==> src/lmpo_pkg.sv <==
package lmpo_pkg;

    // Field widths of the streams
    localparam int LUMA_W  = 8;
    localparam int COORD_W = 12;

    // Frame size limits
    localparam int MAX_WIDTH  = 4096;
    localparam int MAX_HEIGHT = 4096;
    localparam int DIM_W      = 13;

    // APB register map
    localparam int ADDR_W   = 4;
    localparam int DATA_W   = 32;
    localparam int REG_IDX_W = 2;
    localparam logic [REG_IDX_W-1:0] REG_TS_PAYLOAD  = 2'd0;
    localparam logic [REG_IDX_W-1:0] REG_SEQ_PAYLOAD = 2'd1;
    localparam logic [REG_IDX_W-1:0] REG_FRAME_W     = 2'd2;
    localparam logic [REG_IDX_W-1:0] REG_FRAME_H     = 2'd3;

    localparam logic [DIM_W-1:0] FRAME_W_RESET = 13'd1920;
    localparam logic [DIM_W-1:0] FRAME_H_RESET = 13'd1080;
    localparam logic [DIM_W-1:0] MIN_W         = 13'd240;
    localparam logic [DIM_W-1:0] MIN_H         = 13'd120;

    // Marker geometry
    localparam logic [COORD_W-1:0] ROW_TS_TOP  = 12'd20;
    localparam logic [COORD_W-1:0] ROW_SEQ_TOP = 12'd62;
    localparam logic [COORD_W-1:0] ROW_LINES   = 12'd21;
    localparam logic [COORD_W-1:0] BOX_START   = 12'd20;
    localparam logic [COORD_W-1:0] BOX_PITCH   = 12'd29;
    localparam logic [COORD_W-1:0] BOX_SPAN    = 12'd26;
    localparam int BOX_COUNT = 40;
    localparam int BIT_IDX_W = 6;

    // Division by the box pitch: q = (d * RECIP_MUL) >> RECIP_SHIFT, exact for any 12-bit d
    localparam int RECIP_W     = 15;
    localparam int RECIP_SHIFT = 19;
    localparam logic [RECIP_W-1:0] RECIP_MUL = 15'd18079;
    localparam int QUOT_W = 8;

    localparam logic [LUMA_W-1:0] LUMA_ONE  = 8'd235;
    localparam logic [LUMA_W-1:0] LUMA_ZERO = 8'd16;

    localparam logic [7:0] CRC_POLY = 8'h07;

    typedef struct packed {
        logic [31:0]      ts_payload;
        logic [31:0]      seq_payload;
        logic [7:0]       ts_crc;
        logic [7:0]       seq_crc;
        logic [DIM_W-1:0] width_eff;
        logic [DIM_W-1:0] height_eff;
        logic             draw_en;
    } cfg_t;

    typedef struct packed {
        logic                 hit;
        logic                 row_seq;
        logic [BIT_IDX_W-1:0] bit_idx;
    } geom_t;

    // CRC-8, init 0, MSB first over the whole word; flattens to an XOR network
    function automatic logic [7:0] crc8_32(input logic [31:0] v);
        logic [7:0] c;
        logic       fb;
        c = 8'h00;
        for (int i = 31; i >= 0; i--) begin
            fb = c[7] ^ v[i];
            c  = {c[6:0], 1'b0} ^ (fb ? CRC_POLY : 8'h00);
        end
        return c;
    endfunction

endpackage

==> src/latency_marker_pixel_overlay_core.sv <==
// Channel  | Dir | Handshake        | Contents
// s_       | in  | s_tvalid/tready  | pixel word: luma_in, pixel_x, pixel_y
// m_       | out | m_tvalid/tready  | result word: luma_out, in_marker flag
// APB      | in  | psel/penable     | payloads, frame width, frame height
//
// One word per cycle while m_tready is high; each word is registered in both stages.
// Path: input register -> box decode and bit select -> output register.
// aresetn is synchronous, active low; it empties both stages and restores the registers.
// s_tready stays high while either stage is free, so input keeps flowing while a
// result waits on m_tready; it drops only when both stages are full and m_ stalls.
module latency_marker_pixel_overlay_core
    import lmpo_pkg::*;
(
    input  logic              aclk,
    input  logic              aresetn,

    input  logic              psel,
    input  logic              penable,
    input  logic              pwrite,
    input  logic [ADDR_W-1:0] paddr,
    input  logic [DATA_W-1:0] pwdata,
    output logic [DATA_W-1:0] prdata,
    output logic              pready,

    input  logic              s_tvalid,
    output logic              s_tready,
    input  logic [31:0]       s_tdata,   // luma_in[7:0], pixel_x[19:8], pixel_y[31:20]

    output logic              m_tvalid,
    input  logic              m_tready,
    output logic [7:0]        m_tdata,   // luma_out[7:0]
    output logic              m_tuser    // in_marker[0]
);

    cfg_t  cfg;
    geom_t geom;

    logic               in_v_reg;
    logic [LUMA_W-1:0]  in_luma_reg;
    logic [COORD_W-1:0] in_x_reg;
    logic [COORD_W-1:0] in_y_reg;

    logic               out_v_reg;
    logic [LUMA_W-1:0]  out_luma_reg;
    logic               out_mark_reg;
    logic [LUMA_W-1:0]  luma_next;

    logic               out_ready;
    logic [39:0]        row_bits;
    logic               bit_val;

    lmpo_regs u_regs (
        .aclk    (aclk),
        .aresetn (aresetn),
        .psel    (psel),
        .penable (penable),
        .pwrite  (pwrite),
        .paddr   (paddr),
        .pwdata  (pwdata),
        .prdata  (prdata),
        .pready  (pready),
        .cfg     (cfg)
    );

    lmpo_geom u_geom (
        .cfg     (cfg),
        .pixel_x (in_x_reg),
        .pixel_y (in_y_reg),
        .geom    (geom)
    );

    assign out_ready = !out_v_reg || m_tready;
    assign s_tready  = !in_v_reg || out_ready;

    always_ff @(posedge aclk) begin
        if (!aresetn) begin
            in_v_reg <= 1'b0;
        end else if (s_tready) begin
            in_v_reg <= s_tvalid;
        end
    end

    always_ff @(posedge aclk) begin
        if (s_tready && s_tvalid) begin
            in_luma_reg <= s_tdata[7:0];
            in_x_reg    <= s_tdata[19:8];
            in_y_reg    <= s_tdata[31:20];
        end
    end

    assign row_bits  = geom.row_seq ? {cfg.seq_payload, cfg.seq_crc}
                                    : {cfg.ts_payload, cfg.ts_crc};
    assign bit_val   = row_bits[geom.bit_idx];
    assign luma_next = !geom.hit ? in_luma_reg : (bit_val ? LUMA_ONE : LUMA_ZERO);

    always_ff @(posedge aclk) begin
        if (!aresetn) begin
            out_v_reg <= 1'b0;
        end else if (out_ready) begin
            out_v_reg <= in_v_reg;
        end
    end

    always_ff @(posedge aclk) begin
        if (out_ready && in_v_reg) begin
            out_luma_reg <= luma_next;
            out_mark_reg <= geom.hit;
        end
    end

    assign m_tvalid = out_v_reg;
    assign m_tdata  = out_luma_reg;
    assign m_tuser  = out_mark_reg;

    // A marked pixel carries one of the two box levels
    assert property (@(posedge aclk) disable iff (!aresetn)
        m_tvalid && m_tuser |-> (m_tdata == LUMA_ONE || m_tdata == LUMA_ZERO))
        else $error("marked pixel with a level other than the box levels");

    // An unmarked pixel passes its luma through unchanged
    assert property (@(posedge aclk) disable iff (!aresetn)
        out_ready && in_v_reg && !geom.hit |=> m_tdata == $past(in_luma_reg) && !m_tuser)
        else $error("pass-through pixel altered");

    // Input stalls only when both stages hold a word
    assert property (@(posedge aclk) disable iff (!aresetn)
        !s_tready |-> in_v_reg && out_v_reg && !m_tready)
        else $error("input stalled with a free stage");

    // Boxes are drawn only on the marker lines of a large enough frame
    assert property (@(posedge aclk) disable iff (!aresetn)
        in_v_reg && geom.hit |-> cfg.draw_en
            && ((in_y_reg >= ROW_TS_TOP && in_y_reg < ROW_TS_TOP + ROW_LINES)
             || (in_y_reg >= ROW_SEQ_TOP && in_y_reg < ROW_SEQ_TOP + ROW_LINES)))
        else $error("marker drawn outside the marker rows");

    // Reset empties the output stage
    assert property (@(posedge aclk) !aresetn |=> !m_tvalid)
        else $error("result valid right after reset");

endmodule

==> src/lmpo_regs.sv <==
module lmpo_regs
    import lmpo_pkg::*;
(
    input  logic              aclk,
    input  logic              aresetn,
    input  logic              psel,
    input  logic              penable,
    input  logic              pwrite,
    input  logic [ADDR_W-1:0] paddr,
    input  logic [DATA_W-1:0] pwdata,
    output logic [DATA_W-1:0] prdata,
    output logic              pready,
    output cfg_t              cfg
);

    logic [31:0]      ts_payload_reg;
    logic [31:0]      seq_payload_reg;
    logic [7:0]       ts_crc_reg;
    logic [7:0]       seq_crc_reg;
    logic [DIM_W-1:0] frame_w_reg;
    logic [DIM_W-1:0] frame_h_reg;
    logic [DIM_W-1:0] width_eff;
    logic [DIM_W-1:0] height_eff;
    logic [REG_IDX_W-1:0] idx;
    logic             wr_en;

    assign pready = 1'b1;
    assign idx    = paddr[ADDR_W-1:2];
    assign wr_en  = psel && penable && pwrite && pready;

    always_ff @(posedge aclk) begin
        if (!aresetn) begin
            ts_payload_reg  <= '0;
            seq_payload_reg <= '0;
            ts_crc_reg      <= crc8_32(32'h0);
            seq_crc_reg     <= crc8_32(32'h0);
            frame_w_reg     <= FRAME_W_RESET;
            frame_h_reg     <= FRAME_H_RESET;
        end else if (wr_en) begin
            unique case (idx)
                REG_TS_PAYLOAD: begin
                    ts_payload_reg <= pwdata;
                    ts_crc_reg     <= crc8_32(pwdata);
                end
                REG_SEQ_PAYLOAD: begin
                    seq_payload_reg <= pwdata;
                    seq_crc_reg     <= crc8_32(pwdata);
                end
                REG_FRAME_W: frame_w_reg <= pwdata[DIM_W-1:0];
                REG_FRAME_H: frame_h_reg <= pwdata[DIM_W-1:0];
                default: ;
            endcase
        end
    end

    always_comb begin
        unique case (idx)
            REG_TS_PAYLOAD:  prdata = ts_payload_reg;
            REG_SEQ_PAYLOAD: prdata = seq_payload_reg;
            REG_FRAME_W:     prdata = DATA_W'(frame_w_reg);
            REG_FRAME_H:     prdata = DATA_W'(frame_h_reg);
            default:         prdata = '0;
        endcase
    end

    // Saturate oversized frame registers
    assign width_eff  = (frame_w_reg > DIM_W'(MAX_WIDTH))  ? DIM_W'(MAX_WIDTH)  : frame_w_reg;
    assign height_eff = (frame_h_reg > DIM_W'(MAX_HEIGHT)) ? DIM_W'(MAX_HEIGHT) : frame_h_reg;

    assign cfg.ts_payload  = ts_payload_reg;
    assign cfg.seq_payload = seq_payload_reg;
    assign cfg.ts_crc      = ts_crc_reg;
    assign cfg.seq_crc     = seq_crc_reg;
    assign cfg.width_eff   = width_eff;
    assign cfg.height_eff  = height_eff;
    assign cfg.draw_en     = (width_eff >= MIN_W) && (height_eff >= MIN_H);

endmodule

==> src/lmpo_geom.sv <==
module lmpo_geom
    import lmpo_pkg::*;
(
    input  cfg_t               cfg,
    input  logic [COORD_W-1:0] pixel_x,
    input  logic [COORD_W-1:0] pixel_y,
    output geom_t              geom
);

    logic                       in_frame;
    logic                       in_ts_row;
    logic                       in_seq_row;
    logic [COORD_W-1:0]         d;
    logic [COORD_W+RECIP_W-1:0] prod;
    logic [QUOT_W-1:0]          box;
    logic [COORD_W-1:0]         off;

    assign in_frame = cfg.draw_en
                   && ({1'b0, pixel_x} < cfg.width_eff)
                   && ({1'b0, pixel_y} < cfg.height_eff)
                   && (pixel_x >= BOX_START);

    assign in_ts_row  = (pixel_y >= ROW_TS_TOP)  && (pixel_y < ROW_TS_TOP + ROW_LINES);
    assign in_seq_row = (pixel_y >= ROW_SEQ_TOP) && (pixel_y < ROW_SEQ_TOP + ROW_LINES);

    // Box number and offset within the pitch, by reciprocal multiply
    assign d    = pixel_x - BOX_START;
    assign prod = (COORD_W+RECIP_W)'(d) * (COORD_W+RECIP_W)'(RECIP_MUL);
    assign box  = prod[COORD_W+RECIP_W-1:RECIP_SHIFT];
    assign off  = d - COORD_W'(COORD_W'(box) * BOX_PITCH);

    assign geom.hit     = in_frame && (in_ts_row || in_seq_row)
                       && (box < QUOT_W'(BOX_COUNT)) && (off < BOX_SPAN);
    assign geom.row_seq = !in_ts_row;
    // Box 0 shows the top bit of the 40-bit word
    assign geom.bit_idx = BIT_IDX_W'(BOX_COUNT - 1) - box[BIT_IDX_W-1:0];

endmodule
==> config.mk <==
export PLATFORM = sky130hd
export DESIGN_NAME = latency_marker_pixel_overlay_core
export DESIGN_NICKNAME = d
export VERILOG_FILES = /design/src/lmpo_pkg.sv /design/src/latency_marker_pixel_overlay_core.sv /design/src/lmpo_regs.sv /design/src/lmpo_geom.sv
export SDC_FILE = /design/constraint.sdc
export NUM_CORES = 1
export LEC_CHECK = 0
export ABC_CLOCK_PERIOD_IN_PS = 13700
export BUFFER_PORTS_ARGS = -buffer_cell sky130_fd_sc_hd__buf_2
export CAP_MARGIN = 20
export CORE_MARGIN = 3
export CORE_UTILIZATION = 23
export CTS_BUF_LIST = sky130_fd_sc_hd__clkbuf_4 sky130_fd_sc_hd__clkbuf_8 sky130_fd_sc_hd__clkbuf_16
export CTS_CLUSTER_DIAMETER = 50
export DETAILED_ROUTE_END_ITERATION = 6
export GPL_TIMING_DRIVEN = 0
export HOLD_SLACK_MARGIN = 0.15
export PLACE_DENSITY = 0.39
export SLEW_MARGIN = 40
export SYNTH_ARGS = -nofsm -noshare
export SYNTH_HDL_FRONTEND = slang
export SYNTH_SLANG_ARGS = --single-unit
==> constraint.sdc <==
create_clock -name aclk -period 13.7 [get_ports aclk]
set_input_delay 3.425 -clock aclk [delete_from_list [all_inputs] [get_ports aclk]]
set_output_delay 3.425 -clock aclk [all_outputs]
set_load 0.005 [all_outputs]
==> metrics.md <==
| Metric | Value |
|---|---|
| Setup crit end kind | register |
| Pin count of the biggest net entering global routing | 19 |
| # setup viols final | 0 |
| Buffers plus inverters on the worst setup path | 10 |
| Top FF cell, synth | dfxtp_1 |
| Synth async-reset ratio | 0% |
| RSZ-0062 raised after global routing | no |
| DIE AREA | 57,800 um2 |
| DP HPWL | 31,800 um |
| First-pass GRT wire length | 60,500 um |
| Post-Syn Nets | 1,645 |
| Grt peak-use layer | met2 |
| CTS Buffer Depth | 2 |
| Fin. max-slew vios | 0 |
| Critical path class | reg2reg |
| Placed Instances | 2,171 |
| Area after DPL | 14,100 um2 |
| Fin cells | 2,205 |
| Max Fanout on Critical Path | 9 |
| Routed wire length | 39,200 um |
| Fmax | 80.5 MHz |
| Setup TNS | 0 ns |
| Post-Layout Inst Area | 14,700 um2 |
| CTS tree | built |
| Crit-path max cell delay | 0.66 ns |
| Post-synth EDFFs | 41 |
| Synth Warn # | 0 |
| Iter 0 DRT Violations | 471 |
| Yosys reg bits | 149 |
| Place WS | 0.211 ns |
| Synthesized instance count | 1,367 |
| Final Cycle Share | 90.7% |
| Tightest Pin Transition | 0.877 ns |
| Vias in the first global route | 10,300 |
| Final period demand of the worst path | 12.42 ns |
| Core Footprint | 54,100 um2 |
| Routed len/inst | 17.8 um |
| Vias | 9,804 |
| Fin. Hold Viols | 0 |
| Skew final | 0.0106 ns |
| Cell mode on critical path | inv_1 |
| Htree depth | 4 |
| Crit start category | register |
| Crit path required time | 13.90 ns |
| Hold WC Path Type | reg2reg |
| Clock root buffer | clkbuf_16 |
| CTS buffer count | 17 |
| Die X | 240 um |
| Diode count | 0 |
| Num ports | 119 |
| Sequential element share of the synthesized area | 26.8% |
| Crit path DAT | 12.62 ns |
| Final net count | 1,774 |
| Global Route Usage Sum | 13.8% |
| Initial antenna violation count | 0 |
| Outcome | finished, final reports clean |
| Clock transition at path regs | 0.07 ns |
| Via/cell ratio | 4.45 |
| Rel. slew slack | 40.8% |
| Fillers | 5,814 |
| Area delta synth->final | 16.5% |
| Global route total overflow | 0 |
| Die height | 240 um |
| Post-route worst setup slack | 1.28 ns |
| Routing usage on met1 | 17.6% |
| GPL Wtd Cong | 0.809 |
| GR Util met3 | 2.27% |
| Cell Area, Synth | 12,600 um2 |
| Skew-Pair Late Insertion Delay | 0.44 ns |
| CP max stage cell | edfxtp_1 |
| M2 GR Usage | 24.3% |
| Hold-fix buffers, CTS | 0 |
| DRC | 0 |
| Critical path's top delay family | adder cells |
| Clock sinks | 149 |
| DR pass1 iterations | 4 |
| Post-route ant nets | 0 |
| Port Buf Inserts | 107 |
| Post-synthesis average cell area | 9.25 um2 |
| Site Rows | 85 |
| Max-cap violation count | 0 |
| Synth cell types | 75 |
| Share of cells above drive strength 1 | 13.0% |
| Initial core utilization | 23.4% |
==> cell type report <==
| class | instances | area, um2 | share of cell area [%] |
|---|---|---|---|
| flip-flops and latches | 149 | 3390 | 23.0 |
| plain buffers | 58 | 240 | 1.63 |
| inverters | 163 | 621 | 4.21 |
| clock buffers | 18 | 433 | 2.94 |
| well taps | 696 | 871 | 5.91 |
| repair buffers | 110 | 578 | 3.92 |
| clock inverters | 14 | 104 | 0.705 |
| multi-input cells | 997 | 8490 | 57.6 |
==> tightest hold or removal path, stage by stage, from the launching register on <==
cell	delay, ns
dfxtp_1	0.32
nand2_1	0.05
a21boi_0	0.06
==> worst paths after layout <==
check / end / from / depth (start not counted) / slack (ns)
worst min register to register: u_regs.ts_payload_reg[23] / u_regs.ts_payload_reg[23] / 2 / 0.48
worst min-delay path: u_regs.ts_payload_reg[23] / u_regs.ts_payload_reg[23] / 2 / 0.48
worst max register to register: m_tdata[4] / in_x_reg[2] / 48 / 1.28
worst max-delay path: m_tdata[4] / in_x_reg[2] / 48 / 1.28
==> cell usage after synthesis (4+ instances only) <==
| cell type | instances | area share (%) |
|---|---|---|
| nand2_1 | 228 | 6.8 |
| inv_1 | 162 | 4.8 |
| ha_1 | 142 | 14 |
| dfxtp_1 | 108 | 17 |
| a21boi_0 | 83 | 4.9 |
| xnor2_1 | 79 | 5.5 |
| fa_1 | 61 | 9.7 |
| nor2_1 | 53 | 1.6 |
| clkbuf_1 | 46 | 1.4 |
| edfxtp_1 | 41 | 9.7 |
| mux2i_1 | 37 | 2.9 |
| a21oi_1 | 33 | 1.3 |
| nand2b_1 | 30 | 1.5 |
| o21ai_0 | 26 | 1.0 |
| nand3_1 | 23 | 0.91 |
| xor2_1 | 23 | 1.6 |
| and2_1 | 17 | 0.84 |
| mux4_1 | 14 | 2.9 |
| mux4_2 | 14 | 2.5 |
| nor3_1 | 12 | 0.47 |
| a21o_1 | 11 | 0.65 |
| nand4_1 | 10 | 0.49 |
| a211oi_1 | 9 | 0.53 |
| nor2b_1 | 8 | 0.40 |
| buf_1 | 6 | 0.18 |
| mux2_2 | 5 | 0.45 |
| o211a_1 | 5 | 0.40 |
| o211ai_1 | 5 | 0.30 |
| buf_2 | 4 | 0.16 |
| nand4b_1 | 4 | 0.28 |
| o21bai_1 | 4 | 0.24 |
==> cells by family after synthesis <==
family	after synthesis	synth area share [%]
compound gates	212	12.1
flops	149	26.8
simple gates	409	14.8
xor+xnor	102	7.07
buf+inv	221	6.76
mux	70	8.78
other cells	1	0.0297
fa+ha+maj	203	23.7
==> placed cells by master, fill, tap and decap left out, types with 4 or more instances in the layout <==
cell type,Yosys,layout
clkinv_2,0,4
ha_1,142,142
nand2b_1,30,30
xnor2_1,79,73
nor2_1,53,53
mux4_2,14,14
a21oi_1,33,33
o21ai_0,26,26
inv_1,162,161
nand3_1,23,23
a211oi_1,9,9
edfxtp_1,41,41
buf_1,6,4
nor2b_1,8,7
o21bai_1,4,4
clkbuf_16,0,17
clkbuf_1,46,46
nand2_1,228,228
nor3_1,12,11
a21boi_0,83,83
nand4_1,10,10
xnor2_2,0,6
clkinvlp_4,0,4
xor2_1,23,21
o211a_1,5,5
mux2_2,5,5
a21o_1,11,11
buf_2,4,112
nand4b_1,4,4
o211ai_1,5,5
fa_1,61,61
mux4_1,14,14
inv_6,1,5
and2_1,17,16
mux2i_1,37,36
dfxtp_1,108,108
==> through the flow <==
stage	utilization, %	hold WS (ns)
after floorplan	-	0.449
after global placement	26.0	0.463
after detailed placement	26.1	0.474
after CTS	27.1	0.483
after global routing	27.2	0.502
final	27.2	0.479
==> per-layer routing <==
layer  vias to the layer above  share of wire [%]
li1                       4873                  -
met1                      4764                 46
met2                       134                 49
met3                        33                3.0
met4                         0                1.8
met5                         -                  0
==> what timing repair did <==
action,in CTS,in global routing
resized for setup,0,5
setup buffers,0,1
setup endpoints to repair,0,9
Power is not shown: default switching activity piles up to over one toggle a cycle in this logic, so the estimate is an artifact.
